**config.mk**
```make
export PLATFORM = sky130hd
export DESIGN_NAME = state_variable_filter_mix_flat
export DESIGN_NICKNAME = d
export VERILOG_FILES = /design/src/rtl/core/svf_pkg.sv /design/src/rtl/core/svf_if.sv /design/src/rtl/core/svf_regs.sv /design/src/rtl/core/svf_mac.sv /design/src/rtl/core/state_variable_filter_mix.sv /design/src/flat_wrapper.sv
export SDC_FILE = /design/constraint.sdc
export NUM_CORES = 2
export LEC_CHECK = 0
export BUFFER_PORTS_ARGS = -buffer_cell sky130_fd_sc_hd__clkbuf_2
export CORE_ASPECT_RATIO = 0.75
export CORE_MARGIN = 2
export CORE_UTILIZATION = 50
export CTS_CLUSTER_SIZE = 14
export DETAILED_ROUTE_END_ITERATION = 12
export GPL_TIMING_DRIVEN = 1
export MAX_ROUTING_LAYER = met4
export PLACE_DENSITY_LB_ADDON = 0.08
export SKIP_LAST_GASP = 1
export SYNTH_ARGS = -nofsm -noshare
export SYNTH_HDL_FRONTEND = slang
export SYNTH_SLANG_ARGS = --single-unit
export TNS_END_PERCENT = 100
```
**constraint.sdc**
```tcl
create_clock -name clock -period 9.6 [get_ports clock]
set_input_delay 0 -clock clock [delete_from_list [all_inputs] [get_ports clock]]
set_output_delay 0 -clock clock [all_outputs]
set_load 0.1 [all_outputs]
```
**src/rtl/core/svf_pkg.sv**
```systemverilog
// Shared widths, register indexes, types and saturation helpers of the state-variable filter.
package svf_pkg;

   localparam int SAMPLE_W     = 16;
   localparam int COEF_W       = 16;
   localparam int STATE_W      = 24;
   localparam int SCALED_W     = 21;
   localparam int OPA_W        = 17;
   localparam int OPB_W        = 25;
   localparam int PROD_W       = OPA_W + OPB_W;
   localparam int ACC_W        = PROD_W + 2;
   localparam int SUM_W        = 28;
   localparam int CSR_IDX_W    = 3;
   localparam int CSR_DATA_W   = 16;
   localparam int OVERSAMPLE_DEF = 2;

   localparam logic [CSR_IDX_W-1:0] REG_DAMPING     = 3'd0;
   localparam logic [CSR_IDX_W-1:0] REG_INPUT_SCALE = 3'd1;
   localparam logic [CSR_IDX_W-1:0] REG_GAIN_DRY    = 3'd2;
   localparam logic [CSR_IDX_W-1:0] REG_GAIN_LOW    = 3'd3;
   localparam logic [CSR_IDX_W-1:0] REG_GAIN_HIGH   = 3'd4;
   localparam logic [CSR_IDX_W-1:0] REG_GAIN_BAND   = 3'd5;
   localparam logic [CSR_IDX_W-1:0] REG_GAIN_NOTCH  = 3'd6;

   localparam logic [15:0] DAMPING_RST     = 16'd32768;
   localparam logic [15:0] INPUT_SCALE_RST = 16'd32768;
   localparam logic [15:0] GAIN_LOW_RST    = 16'd16384;

   typedef struct packed {
      logic        [15:0] damping;
      logic        [15:0] input_scale;
      logic signed [15:0] gain_dry;
      logic signed [15:0] gain_low;
      logic signed [15:0] gain_high;
      logic signed [15:0] gain_band;
      logic signed [15:0] gain_notch;
   } cfg_type;

   typedef struct packed {
      logic mul_en;
      logic acc_en;
      logic acc_clr;
   } mac_ctrl_type;

   function automatic logic signed [STATE_W-1:0] sat_state(input logic signed [SUM_W-1:0] v);
      logic signed [SUM_W-1:0] hi;
      logic signed [SUM_W-1:0] lo;
      hi = SUM_W'(signed'({1'b0, {(STATE_W-1){1'b1}}}));
      lo = -hi - SUM_W'(1);
      if (v > hi) return {1'b0, {(STATE_W-1){1'b1}}};
      else if (v < lo) return {1'b1, {(STATE_W-1){1'b0}}};
      else return v[STATE_W-1:0];
   endfunction

   function automatic logic signed [SAMPLE_W-1:0] sat_sample(
      input logic signed [ACC_W-19:0] v);
      logic signed [ACC_W-19:0] hi;
      logic signed [ACC_W-19:0] lo;
      hi = (ACC_W-18)'(signed'({1'b0, {(SAMPLE_W-1){1'b1}}}));
      lo = -hi - (ACC_W-18)'(1);
      if (v > hi) return {1'b0, {(SAMPLE_W-1){1'b1}}};
      else if (v < lo) return {1'b1, {(SAMPLE_W-1){1'b0}}};
      else return v[SAMPLE_W-1:0];
   endfunction

endpackage

```
**src/rtl/core/svf_if.sv**
```systemverilog
// Channel interfaces of the filter: sample request, mixed response and register write.
interface svf_req_if import svf_pkg::*; ();
   logic                       valid;
   logic                       ready;
   logic signed [SAMPLE_W-1:0] sample_in;
   logic        [COEF_W-1:0]   freq_coef;
   modport source (output valid, sample_in, freq_coef, input ready);
   modport sink   (input valid, sample_in, freq_coef, output ready);
endinterface

interface svf_rsp_if import svf_pkg::*; ();
   logic                       valid;
   logic                       ready;
   logic signed [SAMPLE_W-1:0] sample_out;
   modport source (output valid, sample_out, input ready);
   modport sink   (input valid, sample_out, output ready);
endinterface

interface svf_csr_if import svf_pkg::*; ();
   logic                  valid;
   logic                  ready;
   logic [CSR_IDX_W-1:0]  index;
   logic [CSR_DATA_W-1:0] data;
   modport source (output valid, index, data, input ready);
   modport sink   (input valid, index, data, output ready);
endinterface

```
**src/rtl/core/svf_regs.sv**
```systemverilog
// Register file for damping, input scale and the five mix gains.
module svf_regs import svf_pkg::*; (
   input  logic       clock,
   input  logic       reset,
   svf_csr_if.sink    csr_chan,
   output cfg_type    cfg
);

   cfg_type cfg_ff, cfg_in;

   assign csr_chan.ready = 1'b1;
   assign cfg = cfg_ff;

   always_comb begin
      cfg_in = cfg_ff;
      if (csr_chan.valid) begin
         unique case (csr_chan.index)
            REG_DAMPING:     cfg_in.damping     = csr_chan.data;
            REG_INPUT_SCALE: cfg_in.input_scale = csr_chan.data;
            REG_GAIN_DRY:    cfg_in.gain_dry    = csr_chan.data;
            REG_GAIN_LOW:    cfg_in.gain_low    = csr_chan.data;
            REG_GAIN_HIGH:   cfg_in.gain_high   = csr_chan.data;
            REG_GAIN_BAND:   cfg_in.gain_band   = csr_chan.data;
            REG_GAIN_NOTCH:  cfg_in.gain_notch  = csr_chan.data;
            default: ;  // unknown index: transaction dropped
         endcase
      end
   end

   always_ff @(posedge clock) begin
      if (reset) begin
         cfg_ff.damping     <= DAMPING_RST;
         cfg_ff.input_scale <= INPUT_SCALE_RST;
         cfg_ff.gain_dry    <= '0;
         cfg_ff.gain_low    <= GAIN_LOW_RST;
         cfg_ff.gain_high   <= '0;
         cfg_ff.gain_band   <= '0;
         cfg_ff.gain_notch  <= '0;
      end else begin
         cfg_ff <= cfg_in;
      end
   end

endmodule

```
**src/rtl/core/svf_mac.sv**
```systemverilog
// Shared 17x25 signed multiplier with registered product and a mix accumulator.
module svf_mac import svf_pkg::*; (
   input  logic                     clock,
   input  mac_ctrl_type             ctrl,
   input  logic signed [OPA_W-1:0]  op_a,
   input  logic signed [OPB_W-1:0]  op_b,
   output logic signed [PROD_W-1:0] prod,
   output logic signed [ACC_W-1:0]  acc
);

   logic signed [PROD_W-1:0] prod_ff, prod_in;
   logic signed [ACC_W-1:0]  acc_ff, acc_in;

   assign prod = prod_ff;
   assign acc  = acc_ff;

   always_comb begin
      prod_in = prod_ff;
      acc_in  = acc_ff;
      if (ctrl.mul_en) prod_in = op_a * op_b;
      if (ctrl.acc_en) acc_in = (ctrl.acc_clr ? '0 : acc_ff) + ACC_W'(prod_ff);
   end

   always_ff @(posedge clock) begin
      prod_ff <= prod_in;
      acc_ff  <= acc_in;
   end

endmodule

```
**src/rtl/core/state_variable_filter_mix.sv**
```systemverilog
// Chamberlin state-variable filter with oversampled update and five-way output mix.
//
// req_chan takes one sample and its frequency coefficient per transaction; rsp_chan
// returns the saturated mixed output, one transaction per request, in order.
// csr_chan writes the seven registers (index 0..6, others ignored); it is always ready
// and is meant to be written only while no sample is in flight.
// Every product goes through one shared 17x25 multiplier, each as an operand-issue state
// (ST_MUL) followed by a write-back state (ST_USE): one input scaling, three products per
// filter pass and five mix products; then ST_OUT loads the output register. The result
// appears in the output register in the same cycle that req_chan.ready returns, so a new
// sample is accepted only after the previous one has finished.
// The output register lets a new request in while a result waits; if the receiver
// still stalls when the next result is ready, the sequencer holds until it is taken.
// Synchronous reset clears the low-pass and band-pass state, restores the register
// defaults and empties the output register.
module state_variable_filter_mix import svf_pkg::*; #(
   parameter int OVERSAMPLE = OVERSAMPLE_DEF
) (
   input  logic     clock,
   input  logic     reset,
   svf_req_if.sink  req_chan,
   svf_rsp_if.source rsp_chan,
   svf_csr_if.sink  csr_chan
);

   localparam int PASS_W = (OVERSAMPLE > 1) ? $clog2(OVERSAMPLE) : 1;

   typedef enum logic [3:0] {
      ST_IDLE = 4'b0001,
      ST_MUL  = 4'b0010,
      ST_USE  = 4'b0100,
      ST_OUT  = 4'b1000
   } state_type;

   typedef enum logic [3:0] {
      OP_SCALE, OP_LOW, OP_HIGH, OP_BAND,
      OP_MIX_DRY, OP_MIX_LOW, OP_MIX_HIGH, OP_MIX_BAND, OP_MIX_NOTCH
   } op_type;

   cfg_type      cfg;
   mac_ctrl_type mac_ctrl;

   state_type state_ff, state_in;
   op_type    op_ff, op_in;
   logic [PASS_W-1:0] pass_ff, pass_in;
   logic signed [SAMPLE_W-1:0] x_ff, x_in;
   logic        [COEF_W-1:0]   f_ff, f_in;
   logic signed [SCALED_W-1:0] scaled_ff, scaled_in;
   logic signed [STATE_W-1:0]  low_ff, low_in, band_ff, band_in, high_ff, high_in;
   logic signed [SAMPLE_W-1:0] rsp_data_ff, rsp_data_in;
   logic                       rsp_valid_ff, rsp_valid_in;

   logic signed [OPA_W-1:0]  op_a;
   logic signed [OPB_W-1:0]  op_b;
   logic signed [PROD_W-1:0] prod;
   logic signed [ACC_W-1:0]  acc;
   logic signed [OPB_W-1:0]  xs_ext, low_ext, band_ext, high_ext, notch;
   logic signed [PROD_W-17:0] p16;
   logic signed [PROD_W-16:0] p15;
   logic signed [SUM_W-1:0]   low_sum, high_sum, band_sum;
   logic                      last_pass;

   svf_regs u_regs (
      .clock    (clock),
      .reset    (reset),
      .csr_chan (csr_chan),
      .cfg      (cfg)
   );

   svf_mac u_mac (
      .clock (clock),
      .ctrl  (mac_ctrl),
      .op_a  (op_a),
      .op_b  (op_b),
      .prod  (prod),
      .acc   (acc)
   );

   assign req_chan.ready      = (state_ff == ST_IDLE);
   assign rsp_chan.valid      = rsp_valid_ff;
   assign rsp_chan.sample_out = rsp_data_ff;

   // state carries 4 fraction bits, so the dry term is x << 4
   assign xs_ext   = OPB_W'(signed'({x_ff, 4'b0000}));
   assign low_ext  = OPB_W'(low_ff);
   assign band_ext = OPB_W'(band_ff);
   assign high_ext = OPB_W'(high_ff);
   assign notch    = high_ext + low_ext;

   assign p16 = prod[PROD_W-1:16];
   assign p15 = prod[PROD_W-1:15];
   assign low_sum  = SUM_W'(low_ff) + SUM_W'(p16);
   assign high_sum = SUM_W'(scaled_ff) - SUM_W'(low_ff) - SUM_W'(p15);
   assign band_sum = SUM_W'(band_ff) + SUM_W'(p16);
   assign last_pass = (pass_ff == PASS_W'(OVERSAMPLE - 1));

   always_comb begin
      op_a = '0;
      op_b = '0;
      unique case (op_ff)
         OP_SCALE:     begin op_a = {1'b0, cfg.input_scale}; op_b = xs_ext;   end
         OP_LOW:       begin op_a = {1'b0, f_ff};            op_b = band_ext; end
         OP_HIGH:      begin op_a = {1'b0, cfg.damping};     op_b = band_ext; end
         OP_BAND:      begin op_a = {1'b0, f_ff};            op_b = high_ext; end
         OP_MIX_DRY:   begin op_a = OPA_W'(cfg.gain_dry);    op_b = xs_ext;   end
         OP_MIX_LOW:   begin op_a = OPA_W'(cfg.gain_low);    op_b = low_ext;  end
         OP_MIX_HIGH:  begin op_a = OPA_W'(cfg.gain_high);   op_b = high_ext; end
         OP_MIX_BAND:  begin op_a = OPA_W'(cfg.gain_band);   op_b = band_ext; end
         OP_MIX_NOTCH: begin op_a = OPA_W'(cfg.gain_notch);  op_b = notch;    end
         default: ;
      endcase
   end

   always_comb begin
      state_in     = state_ff;
      op_in        = op_ff;
      pass_in      = pass_ff;
      x_in         = x_ff;
      f_in         = f_ff;
      scaled_in    = scaled_ff;
      low_in       = low_ff;
      high_in      = high_ff;
      band_in      = band_ff;
      rsp_data_in  = rsp_data_ff;
      rsp_valid_in = rsp_valid_ff && !rsp_chan.ready;
      mac_ctrl     = '0;

      unique case (state_ff)
         ST_IDLE: begin
            if (req_chan.valid) begin
               x_in     = req_chan.sample_in;
               f_in     = req_chan.freq_coef;
               op_in    = OP_SCALE;
               pass_in  = '0;
               state_in = ST_MUL;
            end
         end
         ST_MUL: begin
            mac_ctrl.mul_en = 1'b1;
            state_in        = ST_USE;
         end
         ST_USE: begin
            state_in = ST_MUL;
            case (op_ff)
               OP_SCALE: begin
                  scaled_in = prod[SCALED_W+14:15];
                  op_in     = OP_LOW;
               end
               OP_LOW: begin
                  low_in = sat_state(low_sum);
                  op_in  = OP_HIGH;
               end
               OP_HIGH: begin
                  high_in = sat_state(high_sum);
                  op_in   = OP_BAND;
               end
               OP_BAND: begin
                  band_in = sat_state(band_sum);
                  if (last_pass) begin
                     op_in = OP_MIX_DRY;
                  end else begin
                     pass_in = pass_ff + PASS_W'(1);
                     op_in   = OP_LOW;
                  end
               end
               OP_MIX_DRY: begin
                  mac_ctrl.acc_en  = 1'b1;
                  mac_ctrl.acc_clr = 1'b1;
                  op_in            = OP_MIX_LOW;
               end
               OP_MIX_LOW: begin
                  mac_ctrl.acc_en = 1'b1;
                  op_in           = OP_MIX_HIGH;
               end
               OP_MIX_HIGH: begin
                  mac_ctrl.acc_en = 1'b1;
                  op_in           = OP_MIX_BAND;
               end
               OP_MIX_BAND: begin
                  mac_ctrl.acc_en = 1'b1;
                  op_in           = OP_MIX_NOTCH;
               end
               OP_MIX_NOTCH: begin
                  mac_ctrl.acc_en = 1'b1;
                  state_in        = ST_OUT;
               end
               default: ;
            endcase
         end
         ST_OUT: begin
            // wait while the previous result is still held by the receiver
            if (!rsp_valid_ff || rsp_chan.ready) begin
               rsp_data_in  = sat_sample(acc[ACC_W-1:18]);
               rsp_valid_in = 1'b1;
               state_in     = ST_IDLE;
            end
         end
         default: state_in = ST_IDLE;
      endcase
   end

   always_ff @(posedge clock) begin
      if (reset) begin
         state_ff     <= ST_IDLE;
         op_ff        <= OP_SCALE;
         pass_ff      <= '0;
         low_ff       <= '0;
         band_ff      <= '0;
         rsp_valid_ff <= 1'b0;
      end else begin
         state_ff     <= state_in;
         op_ff        <= op_in;
         pass_ff      <= pass_in;
         low_ff       <= low_in;
         band_ff      <= band_in;
         rsp_valid_ff <= rsp_valid_in;
      end
   end

   always_ff @(posedge clock) begin
      x_ff        <= x_in;
      f_ff        <= f_in;
      scaled_ff   <= scaled_in;
      high_ff     <= high_in;
      rsp_data_ff <= rsp_data_in;
   end

`ifndef NO_ASSERTIONS
   a_accept_starts_scale: assert property (@(posedge clock) disable iff (reset)
      (req_chan.valid && req_chan.ready) |=> (state_ff == ST_MUL && op_ff == OP_SCALE))
      else $error("accepted request did not start the input scaling product");

   a_out_loads_rsp: assert property (@(posedge clock) disable iff (reset)
      (state_ff == ST_OUT && (!rsp_valid_ff || rsp_chan.ready)) |=> rsp_valid_ff)
      else $error("finished result not placed in the output register");

   a_state_held: assert property (@(posedge clock) disable iff (reset)
      (state_ff != ST_USE) |=> ($stable(low_ff) && $stable(band_ff)))
      else $error("filter state changed outside a write-back cycle");

   a_pass_bound: assert property (@(posedge clock) disable iff (reset)
      pass_ff <= PASS_W'(OVERSAMPLE - 1))
      else $error("pass counter beyond the oversampling count");
`endif

endmodule
```
**src/flat_wrapper.sv**
```systemverilog
// flat-port wrapper written by rule: the top's interface ports become plain ports
module state_variable_filter_mix_flat import svf_pkg::*;
#(
   parameter int OVERSAMPLE = OVERSAMPLE_DEF
)
  (clock, reset, req_chan_valid, req_chan_sample_in, req_chan_freq_coef, req_chan_ready, rsp_chan_valid, rsp_chan_sample_out, rsp_chan_ready, csr_chan_valid, csr_chan_index, csr_chan_data, csr_chan_ready);
  svf_req_if req_chan_i ();
  svf_rsp_if rsp_chan_i ();
  svf_csr_if csr_chan_i ();
  input  logic clock;
  input  logic reset;
  input wire logic [$bits(req_chan_i.valid)-1:0] req_chan_valid;
  input wire logic [$bits(req_chan_i.sample_in)-1:0] req_chan_sample_in;
  input wire logic [$bits(req_chan_i.freq_coef)-1:0] req_chan_freq_coef;
  output wire logic [$bits(req_chan_i.ready)-1:0] req_chan_ready;
  output wire logic [$bits(rsp_chan_i.valid)-1:0] rsp_chan_valid;
  output wire logic [$bits(rsp_chan_i.sample_out)-1:0] rsp_chan_sample_out;
  input wire logic [$bits(rsp_chan_i.ready)-1:0] rsp_chan_ready;
  input wire logic [$bits(csr_chan_i.valid)-1:0] csr_chan_valid;
  input wire logic [$bits(csr_chan_i.index)-1:0] csr_chan_index;
  input wire logic [$bits(csr_chan_i.data)-1:0] csr_chan_data;
  output wire logic [$bits(csr_chan_i.ready)-1:0] csr_chan_ready;
  assign req_chan_i.valid = req_chan_valid;
  assign req_chan_i.sample_in = req_chan_sample_in;
  assign req_chan_i.freq_coef = req_chan_freq_coef;
  assign req_chan_ready = req_chan_i.ready;
  assign rsp_chan_valid = rsp_chan_i.valid;
  assign rsp_chan_sample_out = rsp_chan_i.sample_out;
  assign rsp_chan_i.ready = rsp_chan_ready;
  assign csr_chan_i.valid = csr_chan_valid;
  assign csr_chan_i.index = csr_chan_index;
  assign csr_chan_i.data = csr_chan_data;
  assign csr_chan_ready = csr_chan_i.ready;
  state_variable_filter_mix #(.OVERSAMPLE(OVERSAMPLE)) u_core (.clock(clock), .reset(reset), .req_chan(req_chan_i), .rsp_chan(rsp_chan_i), .csr_chan(csr_chan_i));
endmodule
```
== Word level (Yosys, flattened, before mapping) ==
Cells that the tools add are included.
Storage, ports and cells
  flip-flop bits (word level): 349
  input port bits: 56
  output and inout bits: 19
  word-level logic and storage cells: 113
Operators by class
  $add $sub $neg: 7
  multipliers: 1
  magnitude comparators: 8
  equality and inequality tests: 22
  multiplexer cells: 27
  reduce and logical (&&, ||, !) cells: 28
Operator list (number)
  one-hot mux 17 bit (8 select lines): 1
  one-hot mux 25 bit (5 select lines): 1
  two-way mux 24 bit: 5
  greater-than comparator 28 x 24 -> 1 bit (second input constant): 3
  less-than comparator 28 x 24 -> 1 bit (second input constant): 3
  adder 24 x 26 -> 27 bit: 2
  adder 44 bit: 1
  two-way mux 44 bit: 1
  multiplier 17 x 25 -> 42 bit: 1
  one-hot mux 4 bit (8 select lines): 1
  AND reduction 2 bit: 14
  subtractor 25 x 27 -> 28 bit: 1
  greater-than comparator 26 x 16 -> 1 bit (second input constant): 1
  less-than comparator 26 x 16 -> 1 bit (second input constant): 1
  adder 24 x 24 -> 25 bit: 1
  subtractor 21 x 24 -> 25 bit: 1
  equality test 4 x 3 -> 1 bit (second input constant): 5
  two-way mux 16 bit: 1
  two-way mux 4 bit: 4
  one-hot mux 4 bit (4 select lines): 1
  equality test 4 x 2 -> 1 bit (second input constant): 3
  equality test 3 bit (second input constant): 3
  != test 9 x 5 -> 1 bit (second input constant): 1
  equality test 4 x 1 -> 1 bit (second input constant): 2
  21 further kinds: 35

== Longest topological paths before layout ==
  word-level depth: 6
  depth in mapped cells: 35
  gate-level depth less buffers: 33

== Hierarchy ==
A second synthesis with hierarchy kept.
Second synthesis, totals
  cells, all modules: 3902
  area total of the unflattened synthesis: 37205.7 µm²
By module, submodules not included
  svf_mac: instances 1, cells an instance 2080, area an instance 19981.7 µm², seq. area each 2582.5 µm²
  state_variable_filter_mix: instances 1, cells an instance 1430, area an instance 12822.3 µm², seq. area each 3953.8 µm²
  svf_regs: instances 1, cells an instance 392, area an instance 4401.7 µm², seq. area each 2242.2 µm²

== Worst setup path before layout ==
Ideal clock, no wire load.
  kind: reg-to-reg
  start: reg u_core.low_ff[0]
  end: reg u_core.u_mac.prod_ff[39], in the netlist u_core.u_mac.prod[39], data pin
  library setup time: 0.266 ns
  data arrival time: 7.917 ns
  required time: 9.334 ns
  path slack: 1.417 ns
  stages on the path, launching flop included: 32
  period minus slack after synthesis: 8.183 ns
  path through: dfxtp_1 -> ha_1 -> inv_1 -> fa_1 -> nor2b_1 -> o21ai_0 -> a21boi_0 -> o21ai_0 -> a211o_1 -> a31oi_1 -> xor2_1 -> a221oi_1 -> nor2_1 -> fa_1 -> inv_1 -> fa_1 -> fa_1 -> inv_1 -> fa_1 -> fa_1 -> inv_1 -> fa_1 -> inv_1 -> ha_1 -> nand3_1 -> nor2_1 -> a211o_1 -> a21oi_1 -> a31oi_1 -> a31o_2 -> o41ai_1 -> xnor2_1
Between the ends
  cells in the longest elaborated chain, start to end: 3
Ends and longest elaborated chain
  start, declared: RTL line state_variable_filter_mix.sv:49  | logic signed [STATE_W-1:0] low_ff, low_in, band_ff, band_in, high_ff, high_in;
  start signal, assigned: RTL line state_variable_filter_mix.sv:214  | low_ff <= low_in;
  adder 24 x 24 -> 25 bit: RTL line state_variable_filter_mix.sv:88  | assign notch = high_ext + low_ext;
  one-hot mux 25 bit (5 select lines) *: RTL line state_variable_filter_mix.sv:100  | unique case (op_ff)
  multiplier 17 x 25 -> 42 bit *: RTL line svf_mac.sv:20  | if (ctrl.mul_en) prod_in = op_a * op_b;
  end signal, assigned: RTL line svf_mac.sv:25  | prod_ff <= prod_in;
  end, declared: RTL line svf_mac.sv:11  | logic signed [PROD_W-1:0] prod_ff, prod_in;
Every way passes the cells marked *; elsewhere a longest branch is shown, timed or not.
A chain may end at the register's enable or synchronous reset.

== Worst setup path after layout ==
  start: reg u_core.op_ff[2]
  end: reg u_core.u_mac.prod_ff[41], in the netlist u_core.u_mac.prod[41], data pin
Between the ends
  cells in the longest elaborated chain, start to end: 4
Ends and longest elaborated chain
  start, declared: RTL line state_variable_filter_mix.sv:44  | op_type op_ff, op_in;
  start signal, assigned: RTL line state_variable_filter_mix.sv:212  | op_ff <= op_in;
  equality test 4 x 1 -> 1 bit (tied with other cells)
  OR reduction 2 bit (no line) or OR reduction 3 bit (tied branches)
  one-hot mux 17 bit (8 select lines) or one-hot mux 25 bit (5 select lines) (tied branches): RTL line state_variable_filter_mix.sv:100
  multiplier 17 x 25 -> 42 bit *: RTL line svf_mac.sv:20
Marked as above.

==> flow_summary.ini <==
[clocking]
cts_hold_buffers = 53
clkSinkCount = 349
cts_resized = 0
clkTransAtPathRegs_ps = 60
htreeDepth = 2
clock_latency_ps = 620
cts_tree = done
cts_root_buf = clkbuf_16
cts_buffers = 41
cts_buffer_depth = 3
cts_setup_buffers = 0

[drt]
drtIter0Drc = 3041
dr.max_layer_used = met4
wl_met3_um = 11900
first_pass_iters = 6
post_drt_wl_per_cell_um = 22.2
drt_wl_total_um = 117000
wl_met2_um = 50200
drc_errors = 0
wl_met1_um = 52000
via_per_inst = 5.82
vias = 30700
ant_nets = 0

[die]
fp.dieArea_sq_mm = 0.0769
die_w_um = 320
core-area_sq_mm = 0.0737
die_h_um = 241
start_util_pct = 50.6
io_pins = 75
row_count = 86

[finish]
synthToLayoutAreaGrowth_pct = 9.77
fin_cells = 5271
layout_commonest_cell = inv_1
final_layout_size_suffix_gt1_share_pct = 7.05
nets = 5022
fin_area_sq_mm = 0.0410
layout_common_cells = 561 x inv_1, 546 x nand2_1, 448 x fa_1

[status]
status = finished, final reports clean

[logic_synthesis]
synth.top_cell.area_share_pct = 24.0
synth_nets = 4939
yosys_warnings = 0
synthArstFlopShare_pct = 0
synthTopCellsByArea = fa_1 24%, edfxtp_1 14%, dfxtp_1 9.1%
synth.avg_cell_area_sq_um = 8.92
syn_inst = 4184
ys_types = 101
synth_top_area_cell = fa_1
synth_seq_cells = 349
synth_flop_cell = edfxtp_1
netlist_area_sq_mm = 0.0373
synth_edf_count = 179
ys_seq_area_share_pct = 23.5

[global_routing]
antenna_found_initial = 7
grt_usage_pct = 31.9
grt.overflow.total = 0
grt_pass1_wl_um = 181000
grt_max_degree = 106
grt_pass1_vias = 30100

[critical_path]
worst-setup-path-type = reg -> reg
startpoint_type = flip-flop
cp_data_required_time_ps = 9950
critPathLaunch = u_core.op_ff[2]
r2r-start = u_core.op_ff[2]
end_kind = flip-flop
cp_max_fo = 21
crit_arrival_ps = 9500

[sta]
skew_ps = 27.0
worst_pin_slew_ps = 1160
rsz0062_at_grt = false
hold_viol = 0
period_minus_slack_ps = 9150
setup_viol = 0
relSlewSlack_pct = 22.8
fmax_ghz = 0.109
drv_slew = 0
hold_slack_ps = 42.3
finalCritPeriodShare_pct = 95.3
setup_tns_ps = 0

[worst_hold_path]
min_path_type = in -> reg
hold_start = csr_chan_index[1]

[power]
irDropWorstVdd_mv = 0.114
p_leak_nw = 18.0
p_per_area_mw_per_mm2 = 109

[place]
postPlaceCellArea_sq_mm = 0.0390
placedCellCount = 5139
port_buffers = 73
dp_hpwl_um = 89500
place.gp.congestion = 0.978

[flow_run]
cap_violations = 0
report_power, final:
group	total [mW]	internal [mW]	switching, mW	leakage (nW)
clock	1.72	0.988	0.727	0.698
sequential	1.65	1.62	0.0283	3.01
combinational	1.10	0.392	0.705	14.3
worst max-delay path: stages (launching register included):
cell and delay, ps:
dfxtp_1 680, nor2_1 130, and2_1 530, a222oi_1 1110
and2_0 410, buf_4 360, nor2_1 120, fa_1 490
fa_1 560, fa_1 550, fa_1 550, fa_1 550
inv_1 50, fa_1 520, inv_1 40, ha_1 370
nand2_1 70, o21a_1 200, nand2_1 80, a31oi_1 90
a2111o_1 450, a31oi_1 380, a31o_2 270, o221ai_1 150
xnor2_1 150
cells in the mapped netlist, types with 17 or more instances:
cell / n
a21o_1: 110
a21oi_1: 288
a221o_1: 18
a221oi_1: 17
a22oi_1: 73
a31oi_1: 21
and2_1: 55
and3_1: 22
buf_2: 30
clkbuf_1: 137
dfxtp_1: 170
edfxtp_1: 179
fa_1: 448
ha_1: 251
inv_1: 561
nand2_1: 546
nand2b_1: 51
nand3_1: 62
nand4_1: 34
nor2_1: 407
nor2b_1: 29
nor3_1: 35
o21a_1: 36
o21ai_0: 88
o21bai_1: 21
o2bb2ai_1: 23
o32ai_1: 22
or3_1: 30
xnor2_1: 114
xor2_1: 48
per-layer routing:
metal / track usage, % / vias up
met5: - / -
met4: 8.60 / 0
met3: 6.82 / 167
met2: 47.2 / 1289
met1: 44.5 / 15000
li1: - / 14200
registers in the layout (all words and copies together) (netlist names):
register / count
u_core.rsp_chan.sample_out: 16
u_core.low_ff: 24
u_core.scaled_ff: 21
u_core.high_ff: 24
u_core.rsp_chan.valid: 1
u_core.x_ff: 16
u_core.u_mac.acc: 44
u_core.state_ff: 4
u_core.u_regs.cfg: 112
u_core.u_mac.prod: 42
u_core.band_ff: 24
u_core.f_ff: 16
u_core.last_pass: 1
u_core.op_ff: 4
final timing paths:
| path | to | slack (ps) | cells past startpoint |
|---|---|---|---|
| max | u_core.u_mac.prod[41] | 450 | 24 |
| min | u_core.u_regs.cfg[47] | 40 | 5 |
| max reg2reg | u_core.u_mac.prod[41] | 450 | 24 |
| min reg2reg | u_core.u_regs.cfg[101] | 450 | 2 |
cell type report:
type	count	area [sq um]
Clock buffer	51	1090
Timing Repair Buffer	218	1620
Tap cell	968	1210
Clock inverter	25	330
Antenna cell	3	7.51
Multi-Input combinational cell	3096	25800
Sequential cell	349	8780
Inverter	561	2110
Fill cell	6752	32700
through the flow:
stage / utilization, % / power [mW] / setup WS [ps]
finish: 55.6 / 4.46 / 452
global route: 55.6 / 4.66 / 9.15
CTS: 55.6 / 4.47 / 588
detailed placement: 52.9 / 2.74 / 593
global placement: 52.9 / 2.74 / 751
floorplan: - / 2.40 / 1420
cell families (layout without fill, tap and decap cells):
kind of cell	count (synthesis)	count (layout)	share of synthesized area (%)
adder cells (fa/ha/maj)	699	699	32.4
XOR/XNOR	164	164	3.92
AND/OR/NAND/NOR	1344	1344	16.2
flip-flops	349	349	23.5
AO/OA/AOI/OAI	882	882	16.2
other	1	4	0.0100
multiplexers	6	6	0.168
buffers and inverters	739	855	7.61
(Power assumes the default switching activity.)
